<file path="src/hw/rtl/mbdf_pkg.sv">
// Shared constants, types and helpers for the 2x2 mipmap downsampler with fade.
// Used by mip_box_downsample_fade, mbdf_blend, mbdf_checker; no dependencies.
`default_nettype none

package mbdf_pkg;

	localparam int DEFAULT_MAX_WIDTH = 4096;
	localparam int HEIGHT_CAP        = 4096;

	localparam int CFG_IDX_W  = 3;
	localparam int CFG_DATA_W = 32;

	localparam logic [CFG_IDX_W-1:0] REG_IMAGE_WIDTH   = 3'd0;
	localparam logic [CFG_IDX_W-1:0] REG_IMAGE_HEIGHT  = 3'd1;
	localparam logic [CFG_IDX_W-1:0] REG_FADE_COLOR    = 3'd2;
	localparam logic [CFG_IDX_W-1:0] REG_FADE_TO_COLOR = 3'd3;
	localparam logic [CFG_IDX_W-1:0] REG_FADE_TO_ALPHA = 3'd4;
	localparam logic [CFG_IDX_W-1:0] REG_BLEND_WEIGHT  = 3'd5;

	localparam int DIM_W    = 13;
	localparam int WEIGHT_W = 9;
	localparam int CH       = 4;
	localparam int PAIR_W   = 9;
	localparam int SUM_W    = 10;
	localparam int BLEND_W  = 18;
	localparam int BOOST_W  = 22;

	localparam logic [WEIGHT_W-1:0] WEIGHT_FULL = 9'd256;

	typedef logic [CH-1:0][SUM_W-1:0] sum4_t;

	typedef struct packed {
		sum4_t sum;
		logic  last;
	} sum_item_t;

	typedef struct packed {
		logic [WEIGHT_W-1:0] w_color;
		logic [WEIGHT_W-1:0] w_alpha;
		logic [31:0]         fade;
	} blend_cfg_t;

	// channel order: 0 red, 1 green, 2 blue, 3 alpha
	function automatic logic [7:0] fade_byte(input logic [31:0] fade, input int k);
		logic [7:0] b;
		case (k)
			0:       b = fade[23:16];
			1:       b = fade[15:8];
			2:       b = fade[7:0];
			default: b = fade[31:24];
		endcase
		return b;
	endfunction

	function automatic logic [7:0] clamp8(input logic [BOOST_W-1:0] v);
		return (v > BOOST_W'(255)) ? 8'hFF : v[7:0];
	endfunction

endpackage

`default_nettype wire

</file>
<file path="src/hw/rtl/mbdf_blend.sv">
// Fade blend, alpha boost and clamp: two pipeline stages with output register.
// Depends on mbdf_pkg.
`default_nettype none

module mbdf_blend
	import mbdf_pkg::*;
(
	input  wire logic       clk,
	input  wire logic       arst_n,
	input  wire logic       in_valid,
	output logic            in_ready,
	input  wire sum_item_t  in_item,
	input  wire blend_cfg_t cfg,
	output logic            m_axis_tvalid,
	input  wire logic       m_axis_tready,
	output logic [31:0]     m_axis_tdata,  // red, green, blue, alpha
	output logic            m_axis_tlast   // frame_end
);

	logic                          v_s2;
	logic [CH-1:0][BLEND_W-1:0]    prod_s2;
	logic                          last_s2;
	logic [CH-1:0][BLEND_W-1:0]    prod_d;
	logic [31:0]                   data_d;
	logic                          out_adv;
	logic                          adv2;

	assign out_adv  = !m_axis_tvalid || m_axis_tready;
	assign adv2     = !v_s2 || out_adv;
	assign in_ready = adv2;

	// c*1024 = sum*(256-w) + 4*fade*w
	always_comb begin
		logic [BLEND_W-1:0] s_ext;
		logic [BLEND_W-1:0] inv;
		logic [BLEND_W-1:0] w_ext;
		logic [BLEND_W-1:0] f_ext;
		for (int k = 0; k < CH; k++) begin
			w_ext = (k < CH - 1) ? BLEND_W'(cfg.w_color) : BLEND_W'(cfg.w_alpha);
			s_ext = BLEND_W'(in_item.sum[k]);
			inv   = BLEND_W'(WEIGHT_FULL) - w_ext;
			f_ext = BLEND_W'({fade_byte(cfg.fade, k), 2'b00});
			prod_d[k] = s_ext * inv + f_ext * w_ext;
		end
	end

	always_comb begin
		logic [BOOST_W-1:0] a_ext;
		logic [BOOST_W-1:0] a_boost;
		for (int k = 0; k < CH - 1; k++) begin
			data_d[8*k +: 8] = clamp8(BOOST_W'(prod_s2[k] >> 10));
		end
		// alpha gains one eighth: 9*c >> 13
		a_ext   = BOOST_W'(prod_s2[CH-1]);
		a_boost = a_ext + (a_ext << 3);
		data_d[31:24] = clamp8(a_boost >> 13);
	end

	always_ff @(posedge clk or negedge arst_n) begin
		if (!arst_n) begin
			v_s2          <= 1'b0;
			m_axis_tvalid <= 1'b0;
		end else begin
			if (adv2) begin
				v_s2 <= in_valid;
			end
			if (out_adv) begin
				m_axis_tvalid <= v_s2;
			end
		end
	end

	always_ff @(posedge clk) begin
		if (adv2 && in_valid) begin
			prod_s2 <= prod_d;
			last_s2 <= in_item.last;
		end
		if (out_adv && v_s2) begin
			m_axis_tdata <= data_d;
			m_axis_tlast <= last_s2;
		end
	end

endmodule

`default_nettype wire

</file>
<file path="config.mk">
export PLATFORM = sky130hd
export DESIGN_NAME = mbdf_blend
export DESIGN_NICKNAME = d
export VERILOG_FILES = /design/src/hw/rtl/mbdf_pkg.sv /design/src/hw/rtl/mbdf_blend.sv
export SDC_FILE = /design/constraint.sdc
export NUM_CORES = 2
export LEC_CHECK = 0
export BUFFER_PORTS_ARGS = -buffer_cell sky130_fd_sc_hd__buf_4
export CAP_MARGIN = 20
export CORE_MARGIN = 5
export CORE_UTILIZATION = 45
export DETAILED_ROUTE_END_ITERATION = 7
export GPL_TIMING_DRIVEN = 0
export HOLD_SLACK_MARGIN = 0.12
export PLACE_DENSITY_LB_ADDON = 0.2
export SETUP_SLACK_MARGIN = 0.1
export SKIP_LAST_GASP = 1
export SLEW_MARGIN = 10
export SYNTH_ARGS = -nofsm -noshare
export SYNTH_HDL_FRONTEND = slang
export SYNTH_SLANG_ARGS = --single-unit
</file>
<file path="constraint.sdc">
create_clock -name clk -period 3.16 [get_ports clk]
set_input_delay 0.632 -clock clk [delete_from_list [all_inputs] [get_ports clk]]
set_output_delay 0.632 -clock clk [all_outputs]
set_load 0.005 [all_outputs]
</file>
==> results.py <==
metrics = {
    "worst_setup_path": {
        "slowest_delay_ps": 560,
        "arrival_ps": 7200,
        "reg2reg_slack_ps": 340,
        "critPathMaxFanout": 10,
        "crit_type": "in -> reg",
        "cpMaxStageDelayCell": "fa_1",
        "rr_endpoint": "m_axis_tdata[26]",
        "timing.rr.start": "prod_s2[58]",
        "crit_path_frequent_cell": "fa_1",
        "worst_r2r_path_depth": 9,
        "crit_path_end_kind": "register",
        "start_kind": "input port",
        "cp.required_ps": 3260,
    },
    "cells_and_area": {
        "final_core_utilization_pct": 54.2,
        "design_area_um2": 31200,
        "finalNonFillerCells": 3804,
        "area_growth_pct": 19.8,
        "num-nets-final": 3941,
        "n_fill_cell": 5116,
        "drive_gt1_share_pct": 17.9,
    },
    "route": {
        "vias_per_cell": 5.08,
        "dr_total_vias": 19300,
        "dr_wl_met3_um": 3610,
        "dr.pass1.iters": 7,
        "wl_per_cell_um": 17.6,
        "totalWireLength_um": 67100,
        "final_antenna_net_count": 0,
        "top_layer_used": "met5",
        "drc_errors": 0,
        "first_iter_violations": 898,
        "drt-met1-wl_um": 27800,
        "wl_met2_um": 33300,
    },
    "yosys": {
        "ys_ff_latch": 78,
        "yosysUniqueCellTypes": 61,
        "seq_area_frac_synth_pct": 8.95,
        "synthFlopType": "edfxtp_1",
        "yosysWarnings": 0,
        "synth.top_cell.area_share_pct": 39.1,
        "synth_edf_count": 76,
        "synth_area_um2": 26100,
        "synthCells": 2831,
        "synth_nets": 3746,
        "syn_area_per_cell_um2": 9.21,
        "synth_area_leaders": "fa_1, ha_1, inv_1",
        "yosysTopAreaCell": "fa_1",
        "async_flop_share_pct": 2.56,
    },
    "cts": {
        "cts_sinks": 78,
        "clockRootBuffer": "clkbuf_16",
        "clkLatencyLatePin_ps": 370,
        "cts_buffers": 9,
        "cts_max_path_buffers": 2,
        "cts_tree": "built",
        "clk_pin_slew_ps": 70,
        "htreeDepth": 3,
    },
    "floorplan": {
        "row_count": 88,
        "die_x_um": 251,
        "die-area_um2": 62900,
        "fp.dieH_um": 251,
        "io_pins": 130,
        "initial_core_util_pct": 45.3,
        "coreArea_um2": 57600,
    },
    "min_path": {
        "hold-path-endpoint": "m_axis_tdata[12]",
        "hp-class": "reg -> reg",
        "hold_start": "prod_s2[32]",
        "whs_path_depth": 0,
    },
    "global_routing": {
        "grt_pass1_wl_um": 110000,
        "grt_use_total_pct": 21.6,
        "grt_start_max_net_pins": 33,
        "overflow": 0,
        "grt_pass1_vias": 21100,
        "antenna_found_initial": 8,
    },
    "place": {
        "place.gp.congestion": 0.905,
        "dp_hpwl_um": 54100,
        "io_buffers": 88,
        "placed_cell_area_um2": 28900,
        "place_inst": 3686,
    },
    "status": {
        "outcome": "complete, but fails checks",
        "violations": "negative setup slack",
    },
    "timing": {
        "relSlewSlack_pct": 16.1,
        "rsz0062_at_grt": "true",
        "setup_ws_ps": -3950,
        "finalSetupTns_ps": -123470,
        "max_freq_mhz": 141,
        "skew_ps": 5.70,
        "fin_crit_ps": 7110,
        "hold_viol_final": 0,
        "setup-violations-final": 38,
        "post-route-period-util_pct": 225,
        "worstMarginPinSlew_ps": 1240,
        "slew_viol_final": 0,
    },
    "job": {
        "maxCapViolCount": 0,
    },
}
[cells in the mapped netlist (8+ instances only)]
| cell type | number |
|---|---|
| nand3_1 | 20 |
| nor3_1 | 36 |
| a21oi_1 | 50 |
| xor2_1 | 29 |
| nand2b_1 | 18 |
| or2_2 | 11 |
| nor2b_1 | 12 |
| o21a_1 | 14 |
| xnor2_1 | 109 |
| and2_1 | 350 |
| clkbuf_1 | 80 |
| edfxtp_1 | 76 |
| inv_1 | 651 |
| ha_1 | 311 |
| o21ai_0 | 19 |
| a21o_1 | 16 |
| buf_1 | 21 |
| nor2_1 | 69 |
| fa_1 | 509 |
| o21bai_1 | 8 |
| nand2_1 | 335 |
[through the flow]
| step | worst slack [ps] | hold WS [ps] |
|---|---|---|
| 5_1_grt | -4120 | 422 |
| 4_1_cts | -4030 | 412 |
| 3_5_place_dp | -5110 | 405 |
| 2_1_floorplan | -3900 | 336 |
| 3_3_place_gp | -5480 | 402 |
| 6_report | -3950 | 418 |
[worst max path at each step]
stage	from	end	slack (ps)	cells past startpoint
after floorplan	cfg[44]	prod_s2[53]	-3900	25
after global placement	cfg[41]	prod_s2[16]	-5480	24
after detailed placement	cfg[41]	prod_s2[17]	-5110	24
after CTS	cfg[49]	prod_s2[17]	-4030	28
after global routing	cfg[43]	prod_s2[52]	-4120	29
final	cfg[45]	prod_s2[17]	-3950	28
[kinds of logic after synthesis]
logic type,share of synthesized area (%)
muxes,0.0384
buffers and inverters,10.8
DFF,8.95
adders and majority gates,54.0
and+or+nand+nor,17.1
xor gates and xnor gates,4.85
AOI/OAI and AO/OA,4.26
[critical path: cells and delay by family]
kind	cells	cell delay, ps
simple gates	6	880
buf+inv	7	600
fa+ha+maj	9	4000
compound gates	4	530
xor+xnor	2	530
[flip-flops by register name, indices dropped and copies added, names as in the netlist]
register and flops:
prod_s2 42, m_axis_tdata 32, last_s2 1, m_axis_tlast 1
m_axis_tvalid 1, v_s2 1
[per-layer routing]
| metal | track usage [%] | up-vias |
|---|---|---|
| met2 | 37.3 | 496 |
| met3 | 2.70 | 112 |
| met5 | 0 | - |
| met1 | 28.3 | 9811 |
| li1 | - | 8895 |
| met4 | 7.55 | 2 |
[placed cells by master (no fill, tap or decap), types with 17 or more instances in the layout]
cell	count
xor2_1	23
nor3_1	28
buf_1	20
edfxtp_1	76
buf_4	153
inv_1	611
fa_2	20
xnor2_1	81
clkbuf_16	24
inv_2	38
nand2_1	319
buf_6	26
and2_1	331
and2_4	17
ha_4	51
xnor2_2	20
ha_1	258
nor2_1	52
clkbuf_1	34
fa_1	489
a21oi_1	22
nand2b_1	18
[what timing repair did]
item	4_1_cts	5_1_grt
hold buffers	1	0
pin swaps	113	86
gates resized for setup	166	117
hold endpoints to repair	2	0
setup endpoints to repair	38	40
setup buffers	62	32
[layout make-up]
type,count,area [µm²],area share [%]
diodes,8,20.0,0.0641
clock inverters,7,68.8,0.220
multi-input cells,2000,22700,72.7
clock buffers,9,225,0.721
inverters,651,2450,7.84
well taps,765,957,3.07
repair buffers,185,1570,5.02
plain buffers,101,898,2.88
flip-flops and latches,78,2330,7.47
Power is not shown: default switching activity piles up to over one toggle a cycle in this logic, so the estimate is an artifact.
